<file path="src/hdl/pps_pkg.sv">
// Shared types and constants for the preemptive priority scheduler.
// No dependencies; used by pps_cell and preemptive_priority_schedule_top.
package pps_pkg;

   localparam int MAX_PROCS_DEF = 16;
   localparam int MAX_PROCS_HI  = 64;

   localparam int ARR_W    = 16;
   localparam int BURST_W  = 16;
   localparam int PRIO_W   = 8;
   localparam int AB_W     = ARR_W + 1;      // arrival plus burst
   localparam int IDX_W    = $clog2(MAX_PROCS_HI);
   localparam int PIDX_W   = 5;
   localparam int TOUT_W   = 21;
   localparam int SUM_W    = 25;

   // best candidate and earliest pending arrival, swept along the cell row
   typedef struct packed {
      logic               valid;
      logic [PRIO_W-1:0]  prio;
      logic [IDX_W-1:0]   idx;
      logic [BURST_W-1:0] rem;
      logic               nxt_valid;
      logic [ARR_W-1:0]   nxt_arr;
   } token_type;

   // service granted to one cell at the end of a sweep
   typedef struct packed {
      logic               en;
      logic [IDX_W-1:0]   idx;
      logic [BURST_W-1:0] slice;
   } apply_type;

endpackage

</file>
<file path="src/hdl/pps_cell.sv">
// One process slot of the scheduler row: descriptor storage, sweep stage
// and output shift stage. Depends on pps_pkg.
module pps_cell import pps_pkg::*; #(
   parameter int INDEX  = 0,
   parameter int TIME_W = 21
) (
   input  logic               clock,
   input  logic               load_en,
   input  logic               clear_en,
   input  logic [ARR_W-1:0]   load_arr,
   input  logic [BURST_W-1:0] load_burst,
   input  logic [PRIO_W-1:0]  load_prio,
   input  logic [TIME_W-1:0]  sim_time,
   input  logic [TIME_W-1:0]  new_time,
   input  token_type          tok_i,
   output token_type          tok_o,
   input  apply_type          apply,
   input  logic               shift_en,
   input  logic [ARR_W-1:0]   nb_arr,
   input  logic [AB_W-1:0]    nb_ab,
   input  logic [TIME_W-1:0]  nb_fin,
   output logic [ARR_W-1:0]   arr,
   output logic [AB_W-1:0]    ab,
   output logic [TIME_W-1:0]  fin
);

   logic [ARR_W-1:0]   arr_ff,  arr_in;
   logic [AB_W-1:0]    ab_ff,   ab_in;
   logic [TIME_W-1:0]  fin_ff,  fin_in;
   logic [PRIO_W-1:0]  prio_ff, prio_in;
   logic [BURST_W-1:0] rem_ff,  rem_in;
   token_type          tok_ff,  tok_in;
   logic               eligible, pending, hit;

   assign hit      = apply.en && (apply.idx == IDX_W'(INDEX));
   assign eligible = (rem_ff != '0) && (TIME_W'(arr_ff) <= sim_time);
   assign pending  = (rem_ff != '0) && (TIME_W'(arr_ff) > sim_time);

   always_comb begin
      arr_in  = arr_ff;
      ab_in   = ab_ff;
      fin_in  = fin_ff;
      prio_in = prio_ff;
      rem_in  = rem_ff;
      if (load_en) begin
         arr_in  = load_arr;
         ab_in   = AB_W'(load_arr) + AB_W'(load_burst);
         prio_in = load_prio;
         rem_in  = load_burst;
         fin_in  = TIME_W'(load_arr);   // zero burst finishes on arrival
      end else if (clear_en) begin
         rem_in = '0;
      end else if (shift_en) begin
         arr_in = nb_arr;
         ab_in  = nb_ab;
         fin_in = nb_fin;
      end else if (hit) begin
         rem_in = rem_ff - apply.slice;
         if (rem_ff == apply.slice) begin
            fin_in = new_time;
         end
      end
   end

   // strict less-than keeps the lower index on a priority tie
   always_comb begin
      tok_in = tok_i;
      if (eligible && (!tok_i.valid || prio_ff < tok_i.prio)) begin
         tok_in.valid = 1'b1;
         tok_in.prio  = prio_ff;
         tok_in.idx   = IDX_W'(INDEX);
         tok_in.rem   = rem_ff;
      end
      if (pending && (!tok_i.nxt_valid || arr_ff < tok_i.nxt_arr)) begin
         tok_in.nxt_valid = 1'b1;
         tok_in.nxt_arr   = arr_ff;
      end
   end

   always_ff @(posedge clock) begin
      arr_ff  <= arr_in;
      ab_ff   <= ab_in;
      fin_ff  <= fin_in;
      prio_ff <= prio_in;
      rem_ff  <= rem_in;
      tok_ff  <= tok_in;
   end

   assign tok_o = tok_ff;
   assign arr   = arr_ff;
   assign ab    = ab_ff;
   assign fin   = fin_ff;

endmodule

</file>
<file path="src/hdl/preemptive_priority_schedule_top.sv">
// Preemptive priority scheduler top: a row of pps_cell slots, types from pps_pkg.
// Load: one descriptor beat per cycle.
// Schedule: each event (completion or arrival) costs one sweep of the cell
// row; at most 2*MAX_PROCS events plus one closing sweep.
// Results: one beat per cycle while rsp_ready is held high, from an output register.
// Reset clears control state only; remaining bursts in the cells are cleared when slot 0 loads.
module preemptive_priority_schedule_top import pps_pkg::*; #(
   parameter int MAX_PROCS = MAX_PROCS_DEF
) (
   input  logic               clock,
   input  logic               reset,
   input  logic               req_valid,
   output logic               req_ready,
   input  logic [ARR_W-1:0]   req_arrival_time,
   input  logic [BURST_W-1:0] req_burst_time,
   input  logic [PRIO_W-1:0]  req_prio_level,
   input  logic               req_last_process,
   output logic               rsp_valid,
   input  logic               rsp_ready,
   output logic [PIDX_W-1:0]  rsp_process_index,
   output logic [TOUT_W-1:0]  rsp_completion_time,
   output logic [TOUT_W-1:0]  rsp_turnaround_time,
   output logic [TOUT_W-1:0]  rsp_waiting_time,
   output logic [SUM_W-1:0]   rsp_sum_waiting,
   output logic [SUM_W-1:0]   rsp_sum_turnaround,
   output logic               rsp_last_result
);

   localparam int CNT_W  = $clog2(MAX_PROCS + 1);
   localparam int TIME_W = $clog2((MAX_PROCS + 1) * 65536);

   typedef enum logic [2:0] {
      ST_LOAD = 3'b001,
      ST_RUN  = 3'b010,
      ST_EMIT = 3'b100
   } state_type;

   state_type          state_ff, state_in;
   logic [CNT_W-1:0]   slot_ff, slot_in;
   logic [CNT_W-1:0]   n_ff, n_in;
   logic [CNT_W-1:0]   cnt_ff, cnt_in;
   logic [CNT_W-1:0]   k_ff, k_in;
   logic [TIME_W-1:0]  time_ff, time_in;
   logic [SUM_W-1:0]   sum_tat_ff, sum_tat_in;
   logic [SUM_W-1:0]   sum_wt_ff, sum_wt_in;
   logic               rsp_valid_ff, rsp_valid_in;
   logic [PIDX_W-1:0]  pidx_ff, pidx_in;
   logic [TOUT_W-1:0]  ct_ff, ct_in;
   logic [TOUT_W-1:0]  tat_ff, tat_in;
   logic [TOUT_W-1:0]  wt_ff, wt_in;
   logic [SUM_W-1:0]   osum_wt_ff, osum_wt_in;
   logic [SUM_W-1:0]   osum_tat_ff, osum_tat_in;
   logic               olast_ff, olast_in;

   token_type          tok_w [MAX_PROCS+1];
   logic [ARR_W-1:0]   arr_w [MAX_PROCS+1];
   logic [AB_W-1:0]    ab_w  [MAX_PROCS+1];
   logic [TIME_W-1:0]  fin_w [MAX_PROCS+1];

   apply_type          apply;
   logic [TIME_W-1:0]  new_time, gap;
   logic [BURST_W-1:0] slice;
   logic               req_fire, last_eff, sweep_done, emit_take, emit_last;
   logic [TIME_W-1:0]  tat_full, wt_full;
   token_type          best;

   assign req_ready  = (state_ff == ST_LOAD);
   assign req_fire   = req_valid && req_ready;
   assign last_eff   = req_last_process || (slot_ff == CNT_W'(MAX_PROCS - 1));
   assign sweep_done = (state_ff == ST_RUN) && (cnt_ff == CNT_W'(MAX_PROCS));
   assign best       = tok_w[MAX_PROCS];

   // slice runs to the pick's completion or the next arrival, whichever first
   always_comb begin
      gap = TIME_W'(best.nxt_arr) - time_ff;
      if (!best.nxt_valid || TIME_W'(best.rem) <= gap) begin
         slice = best.rem;
      end else begin
         slice = gap[BURST_W-1:0];
      end
      new_time    = time_ff + TIME_W'(slice);
      apply.en    = sweep_done && best.valid;
      apply.idx   = best.idx;
      apply.slice = slice;
   end

   assign emit_take = (state_ff == ST_EMIT) && (!rsp_valid_ff || rsp_ready);
   assign emit_last = (k_ff + CNT_W'(1)) == n_ff;
   assign tat_full  = fin_w[0] - TIME_W'(arr_w[0]);
   assign wt_full   = fin_w[0] - TIME_W'(ab_w[0]);

   assign tok_w[0]         = '0;
   assign arr_w[MAX_PROCS] = '0;
   assign ab_w[MAX_PROCS]  = '0;
   assign fin_w[MAX_PROCS] = '0;

   for (genvar i = 0; i < MAX_PROCS; i++) begin : g_cell
      pps_cell #(
         .INDEX  (i),
         .TIME_W (TIME_W)
      ) u_cell (
         .clock      (clock),
         .load_en    (req_fire && (slot_ff == CNT_W'(i))),
         .clear_en   (req_fire && (slot_ff == '0)),
         .load_arr   (req_arrival_time),
         .load_burst (req_burst_time),
         .load_prio  (req_prio_level),
         .sim_time   (time_ff),
         .new_time   (new_time),
         .tok_i      (tok_w[i]),
         .tok_o      (tok_w[i+1]),
         .apply      (apply),
         .shift_en   (emit_take),
         .nb_arr     (arr_w[i+1]),
         .nb_ab      (ab_w[i+1]),
         .nb_fin     (fin_w[i+1]),
         .arr        (arr_w[i]),
         .ab         (ab_w[i]),
         .fin        (fin_w[i])
      );
   end

   always_comb begin
      state_in    = state_ff;
      slot_in     = slot_ff;
      n_in        = n_ff;
      cnt_in      = cnt_ff;
      k_in        = k_ff;
      time_in     = time_ff;
      sum_tat_in  = sum_tat_ff;
      sum_wt_in   = sum_wt_ff;
      case (state_ff)
         ST_LOAD: begin
            if (req_fire) begin
               if (last_eff) begin
                  n_in     = slot_ff + CNT_W'(1);
                  slot_in  = '0;
                  cnt_in   = '0;
                  time_in  = '0;
                  state_in = ST_RUN;
               end else begin
                  slot_in = slot_ff + CNT_W'(1);
               end
            end
         end
         ST_RUN: begin
            if (sweep_done) begin
               cnt_in = '0;
               if (best.valid) begin
                  time_in = new_time;
               end else if (best.nxt_valid) begin
                  time_in = TIME_W'(best.nxt_arr);
               end else begin
                  k_in       = '0;
                  sum_tat_in = '0;
                  sum_wt_in  = '0;
                  state_in   = ST_EMIT;
               end
            end else begin
               cnt_in = cnt_ff + CNT_W'(1);
            end
         end
         ST_EMIT: begin
            if (emit_take) begin
               k_in       = k_ff + CNT_W'(1);
               sum_tat_in = sum_tat_ff + SUM_W'(tat_full);
               sum_wt_in  = sum_wt_ff + SUM_W'(wt_full);
               if (emit_last) begin
                  state_in = ST_LOAD;
               end
            end
         end
         default: begin
            state_in = ST_LOAD;
         end
      endcase
   end

   // output register: the next run may load while the last beat waits
   always_comb begin
      rsp_valid_in = rsp_valid_ff;
      pidx_in      = pidx_ff;
      ct_in        = ct_ff;
      tat_in       = tat_ff;
      wt_in        = wt_ff;
      osum_wt_in   = osum_wt_ff;
      osum_tat_in  = osum_tat_ff;
      olast_in     = olast_ff;
      if (emit_take) begin
         rsp_valid_in = 1'b1;
         pidx_in      = PIDX_W'(k_ff + CNT_W'(1));
         ct_in        = TOUT_W'(fin_w[0]);
         tat_in       = TOUT_W'(tat_full);
         wt_in        = TOUT_W'(wt_full);
         osum_wt_in   = emit_last ? sum_wt_in : '0;
         osum_tat_in  = emit_last ? sum_tat_in : '0;
         olast_in     = emit_last;
      end else if (rsp_ready) begin
         rsp_valid_in = 1'b0;
      end
   end

   always_ff @(posedge clock) begin
      if (reset) begin
         state_ff     <= ST_LOAD;
         slot_ff      <= '0;
         n_ff         <= '0;
         cnt_ff       <= '0;
         k_ff         <= '0;
         time_ff      <= '0;
         rsp_valid_ff <= 1'b0;
      end else begin
         state_ff     <= state_in;
         slot_ff      <= slot_in;
         n_ff         <= n_in;
         cnt_ff       <= cnt_in;
         k_ff         <= k_in;
         time_ff      <= time_in;
         rsp_valid_ff <= rsp_valid_in;
      end
   end

   always_ff @(posedge clock) begin
      sum_tat_ff  <= sum_tat_in;
      sum_wt_ff   <= sum_wt_in;
      pidx_ff     <= pidx_in;
      ct_ff       <= ct_in;
      tat_ff      <= tat_in;
      wt_ff       <= wt_in;
      osum_wt_ff  <= osum_wt_in;
      osum_tat_ff <= osum_tat_in;
      olast_ff    <= olast_in;
   end

   assign rsp_valid           = rsp_valid_ff;
   assign rsp_process_index   = pidx_ff;
   assign rsp_completion_time = ct_ff;
   assign rsp_turnaround_time = tat_ff;
   assign rsp_waiting_time    = wt_ff;
   assign rsp_sum_waiting     = osum_wt_ff;
   assign rsp_sum_turnaround  = osum_tat_ff;
   assign rsp_last_result     = olast_ff;

endmodule
</file>
<file path="config.mk">
export PLATFORM = sky130hd
export DESIGN_NAME = preemptive_priority_schedule_top
export DESIGN_NICKNAME = d
export VERILOG_FILES = /design/src/hdl/pps_pkg.sv /design/src/hdl/pps_cell.sv /design/src/hdl/preemptive_priority_schedule_top.sv
export SDC_FILE = /design/constraint.sdc
export NUM_CORES = 2
export LEC_CHECK = 0
export BUFFER_PORTS_ARGS = -buffer_cell sky130_fd_sc_hd__buf_2
export CORE_MARGIN = 4
export CORE_UTILIZATION = 45
export DETAILED_ROUTE_END_ITERATION = 16
export SYNTH_ARGS = -nofsm -noshare
export SYNTH_HDL_FRONTEND = slang
export SYNTH_SLANG_ARGS = --single-unit
</file>
<file path="constraint.sdc">
create_clock -name clock -period 10.1 [get_ports clock]
set_input_delay 1.01 -clock clock [delete_from_list [all_inputs] [get_ports clock]]
set_output_delay 1.01 -clock clock [all_outputs]
set_load 0.02 [all_outputs]
</file>
[Yosys cells after proc, flatten, opt, wreduce, memory -nomap -nowiden]
Index checks and enable logic that the tools add are counted.
Widths: inputs -> output; s select.
Storage, ports and cells
  input port bits: 45
  register bits: 2222
  logic and storage cells: 1041
Cells by class
  reduce and logical (&&, ||, !) cells: 349
  mux-type cells: 305
  add/sub/neg operators: 26
  bitwise operators: 1
  equality and inequality tests: 90
  $lt $le $gt $ge: 63
Operator list (number)
  $mux 16: 158
  $mux 21: 53
  $mux 17: 48
  $mux 30: 14
  $le 16x21->1: 17
  $gt 16x21->1: 16
  $eq 16x16->1: 16
  $reduce_bool 16->1: 16
  $sub 16x16->16: 16
  $lt 16x16->1: 15
  $mux 25: 8
  $reduce_bool 3->1: 47
  $lt 8x8->1: 15
  $reduce_bool 2->1: 52
  $pmux 25 s2: 2
  $logic_and 1x1->1: 98
  $reduce_and 3->1: 32
  $reduce_and 2->1: 34
  $add 25x21->25: 2
  $eq 6x4->1 const B: 8
  $ne 3x1->1 const B: 16
  $pmux 21 s2: 1
  $eq 5x4->1 const B: 8
  $mux 5: 8
  other kinds (31): 134

[Longest topological paths before layout]
  depth after elaboration: 10
  depth in mapped cells: 38
  depth with buffers taken out: 34

[Cells and area by module]
Synthesis repeated with hierarchy kept, for this count alone.
Unflattened totals
  cell total of the unflattened synthesis: 12746
  area total of the unflattened synthesis: 131506.1 um^2
By module, submodules not included
  pps_cell at g_cell[0].u_cell ...: cells an instance 697, sequential area each 3253.1 um^2, area an instance 7300.8 um^2, times used 4
  pps_cell at g_cell[1].u_cell ...: cells an instance 697, sequential area each 3253.1 um^2, area an instance 7318.3 um^2, times used 2
  pps_cell at g_cell[13].u_cell ...: cells an instance 691, sequential area each 3253.1 um^2, area an instance 7303.3 um^2, times used 2
  preemptive_priority_schedule_top: cells an instance 1531, sequential area each 5475.3 um^2, area an instance 14099.8 um^2, times used 1
  pps_cell at g_cell[7].u_cell: cells an instance 722, sequential area each 3253.1 um^2, area an instance 7549.7 um^2, times used 1
  pps_cell at g_cell[8].u_cell: cells an instance 713, sequential area each 3253.1 um^2, area an instance 7448.4 um^2, times used 1
  pps_cell at g_cell[12].u_cell: cells an instance 723, sequential area each 3253.1 um^2, area an instance 7395.8 um^2, times used 1
  pps_cell at g_cell[9].u_cell: cells an instance 701, sequential area each 3253.1 um^2, area an instance 7345.8 um^2, times used 1
  pps_cell at g_cell[4].u_cell: cells an instance 697, sequential area each 3253.1 um^2, area an instance 7317.0 um^2, times used 1
  pps_cell at g_cell[15].u_cell: cells an instance 701, sequential area each 3253.1 um^2, area an instance 7308.3 um^2, times used 1
  pps_cell at g_cell[11].u_cell: cells an instance 697, sequential area each 3253.1 um^2, area an instance 7298.2 um^2, times used 1
  pps_cell at g_cell[3].u_cell: cells an instance 697, sequential area each 3253.1 um^2, area an instance 7297.0 um^2, times used 1

[Least setup slack after synthesis]
OpenSTA, ideal clock, no wires.
  path type: reg2reg
  start point: register time_ff[4]
  end point: register g_cell[4].u_cell.fin_ff[0] (enable)
  data required time: 9.766 ns
  library setup time: 0.334 ns
  cell stages (with the launch flop): 30
  data arrival time: 9.421 ns
  setup slack: 0.344 ns
  cells stage by stage: dfxtp_1 -> inv_1 -> ha_1 -> a21o_1 -> or3_1 -> o2111ai_1 -> a211o_1 -> a21boi_1 -> o21a_1 -> or2_2 -> clkbuf_1 -> ha_1 -> nand2_1 -> o21ai_0 -> o21ai_0 -> or4_4 -> a221oi_4 -> o2111ai_4 -> nor2_1 -> nor2_1 -> a21oi_1 -> inv_1 -> ha_1 -> nand4_1 -> or4_1 -> nor3_1 -> nand2_1 -> or4_1 -> o211ai_2 -> or2_2
On the way
  cells in the longest elaborated chain, start to end: 7
RTL lines
  start, declared: RTL line preemptive_priority_schedule_top.sv:43  | logic [TIME_W-1:0] time_ff, time_in;
  start signal, assigned: RTL line preemptive_priority_schedule_top.sv:218  | time_ff <= time_in;
  $sub 16x21->21 (*): RTL line preemptive_priority_schedule_top.sv:75  | gap = TIME_W'(best.nxt_arr) - time_ff;
  $le 16x21->1: RTL line preemptive_priority_schedule_top.sv:76  | if (!best.nxt_valid || TIME_W'(best.rem) <= gap) begin
  $logic_or 1x1->1: RTL line preemptive_priority_schedule_top.sv:76
  $mux 16 (*): RTL line preemptive_priority_schedule_top.sv:76
  $eq 16x16->1 (*): RTL line pps_cell.sv:59  | if (rem_ff == apply.slice) begin
  $reduce_bool 3->1 (no line) (*)
  $reduce_and 3->1 (no line) (*)
  end signal, assigned: RTL line pps_cell.sv:83  | fin_ff <= fin_in;
  end, declared: RTL line pps_cell.sv:29  | logic [TIME_W-1:0] fin_ff, fin_in;
Mark *: on every way between the ends. The rest lies on a longest branch, timed or not.
A chain may end at the register's enable or synchronous reset.

[Worst setup path in the final report]
  start point: register time_ff[4]
  end point: register g_cell[9].u_cell.fin_ff[5] (enable)
On the way
  cells in the longest elaborated chain, start to end: 7
RTL lines (RTL line)
  $sub 16x21->21 (*): preemptive_priority_schedule_top.sv:75
  $le 16x21->1: preemptive_priority_schedule_top.sv:76
  $logic_or 1x1->1: preemptive_priority_schedule_top.sv:76
  $mux 16 (*): preemptive_priority_schedule_top.sv:76
  $eq 16x16->1 (*): pps_cell.sv:59
  $reduce_bool 3->1 (no line) (*)
  $reduce_and 3->1 (no line) (*)
  end signal, assigned: pps_cell.sv:83
  end, declared: pps_cell.sv:29
Marks and branches as above.

==> summary.txt <==
Clocking
  • TritonCTS Buffers: ~230
  • CTS tree: done
  • Later-pin clock latency in the skew report: 930 ps
  • CTS clk-pin slew, worst paths: 70 ps
  • Hold-fix buffers, CTS: 0
  • Postcts setup bufs: 0
  • Root Driver: clkbuf_16
  • Sink Count: between 2000 and 2500
  • Post-CTS Resized: 0
  • Max Buffers Root-to-Sink: 3
  • CTS H-tree depth: 4

Detailed routing
  • Via Count: approximately 85000
  • Drt pass-1 iters: 8
  • Initial DRC Count: between 9000 and 10000
  • WL final: roughly 380000 um
  • WL per Instance: 26.4 um
  • Via/cell ratio: 5.87
  • Final ANT Viol Nets: 0
  • DRC viols: 0

Yosys
  • Seq cells post-synth: about 2200
  • Sequential-to-total area share from yosys stat: ~50%
  • Leading cell type by number of instances after synthesis: nand2_1
  • Area contributors post-synth: edfxtp_1 34%, dfxtp_1 16%, ha_1 11%
  • Yosys warns: 0
  • Area leader, netlist: edfxtp_1
  • Share of the synthesized area in the top cell type: 34.2%
  • Post-synth EDFFs: 1287
  • Syn Area/Cell: 10.5 um2
  • Post-synth design cell area: 113000 um2
  • Post-synthesis cell type count: 100
  • Post-synth top cells: 1529 x nand2_1, 1287 x edfxtp_1, 971 x ha_1
  • Post-synthesis async set-or-reset flop share: 0%
  • Post-Syn Nets: 11800
  • Synth Flop Type: edfxtp_1
  • Post-synthesis cell count: 10800

Placement
  • DP Area: 118000 um2
  • Pre-CTS WS: 765 ps
  • HPWL Detailed: 275000 um
  • RePlAce Congestion: 0.952
  • Input/output buffers: 165

Pwr
  • PwrDens: ~300 nW/um2
  • Total power: 37.7 mW
  • Maximum vdd ir drop: between 0.15 and 0.2 mV
  • Lkg Pwr: 51.5 nW

Worst setup path
  • Critical path endpoint category: register
  • Critical Path AT: 9940 ps
  • Worst r2r src: time_ff[4]$_SDFFE_PP0P_
  • Critical path startpoint: time_ff[4]$_SDFFE_PP0P_
  • Critical path peak fanout: 27
  • Top cell family by delay on the critical path: simple AND/OR/NAND/NOR gates
  • CP Class: reg -> reg
  • Worst path bufs/invs: 4
  • Crit path largest cell delay: ~800 ps
  • Crit-path slowest cell: inv_1
  • Worst Path Required: 10610 ps
  • Crit start category: register

Timing
  • Max Freq: 106 MHz
  • Worst hold slack: 405 ps
  • Crit share post-route: 93.4%
  • Setup_tns: 0 ps
  • Fin. max-slew vios: 0
  • Fin. Hold Viols: 0
  • Worst setup slack after layout: 667 ps
  • RSZ-0062 raised after global routing: no
  • Post-layout min period: 9430 ps
  • Setup Viol. Count Final: 0
  • Clock Skews: 71.7 ps
  • Slew of the pin with the lowest slew margin: 1370 ps
  • Worst slew margin relative to its limit: 8.55%

Cells and area
  • Share of layout cells above drive strength 1: 13.6%
  • Fin nets: 12000
  • Area grow syn2layout: 11.6%
  • Design area: 126000 um2

Global routing
  • Grt ovf: 0
  • Maximum number of pins on one net before global-route repair: 167
  • Gr usage total: 28.8%
  • Vias in the first global route: between 80000 and 90000
  • First-pass GRT wire length: 555000 um
  • Initial antenna violation count: 26

Die
  • IO Pins: 166
  • Core area: 249000 um2
  • Core Rows: 183
  • Full die area: 260000 um2
  • Chip Width: slightly above 500 um
  • Die Y: 509 um
  • Initial Util: 45.4%

Worst hold path
  • Hold Path Class: reg -> reg
  • Hold_sp: g_cell[10].u_cell.tok_o[36]$_SDFF_PP1_

Outcome
  • Status: finished, final reports clean

Run
  • Maxcap violations: 0
worst paths after layout:
kind,endpoint,slack (ps),cells past startpoint
max,g_cell[9].u_cell.fin[5]$_DFFE_PP_,670,28
min,g_cell[11].u_cell.tok_o[36]$_SDFF_PP1_,410,1
max reg2reg,g_cell[9].u_cell.fin[5]$_DFFE_PP_,670,28
min reg2reg,g_cell[11].u_cell.tok_o[36]$_SDFF_PP1_,410,1
placed cells by master, fill, tap and decap left out, drive strengths merged, types with 323 or more instances in the layout:
cell type  count
buf          378
ha           971
a21oi        604
dfxtp        888
edfxtp      1287
o21ai        872
clkbuf       323
nand2       1530
nor2         384
mux2         616
inv          671
metrics by stage:
| stage | util [%] | cells |
|---|---|---|
| 2_1_floorplan | - | 10800 |
| 3_3_place_gp | 47.4 | 14000 |
| 3_5_place_dp | 47.4 | 14000 |
| 4_1_cts | 50.6 | 14500 |
| 5_1_grt | 50.6 | 14500 |
| 6_report | 50.6 | 14500 |
power by group:
part           leakage [nW]  internal (mW)  total, mW  switching (mW)
Sequential             18.5           11.7       12.9            1.21
Combinational          29.0           6.56       15.9            9.31
Clock                  3.95           5.10       8.91            3.81
Total                  51.5           23.4       37.7            14.3
final cells by class:
type / count / area, um2
antenna: 14 / 35.0
clock buffer: 323 / 6600
clock inverter: 121 / 1430
fill: 22100 / 123000
inverter: 655 / 2470
multi-input combinational: 7496 / 52700
sequential: 2175 / 56400
tap: 3330 / 4170
timing repair buffer: 378 / 2440
flip-flops by register name, summed over array words and instances, names as in the netlist, 25 cells and up:
name	count
g_cell.u_cell.tok_o	713
g_cell.u_cell.fin	336
g_cell.u_cell.ab	272
g_cell.u_cell.arr	256
g_cell.u_cell.rem_ff	256
g_cell.u_cell.prio_ff	128
rsp_sum_turnaround	25
rsp_sum_waiting	25
sum_tat_ff	25
sum_wt_ff	25
metal layers:
metal  share of wire [%]  vias to the layer above  track usage (%)
li1                    -                    39200                -
met1                  42                    41500             39.5
met2                  44                     3583             44.9
met3                 8.1                      714             4.11
met4                 5.5                        2             13.9
met5              0.0034                        -                0
cell families after synthesis:
| kind of cell | after synthesis | synth area share, % |
|---|---|---|
| compound gates | 2535 | 14.0 |
| xor+xnor | 308 | 2.40 |
| fa+ha+maj | 996 | 11.2 |
| buf+inv | 1132 | 3.81 |
| flops | 2175 | 49.9 |
| mux | 667 | 6.58 |
| simple gates | 2990 | 12.2 |
Power figures use the tool's default switching activity.
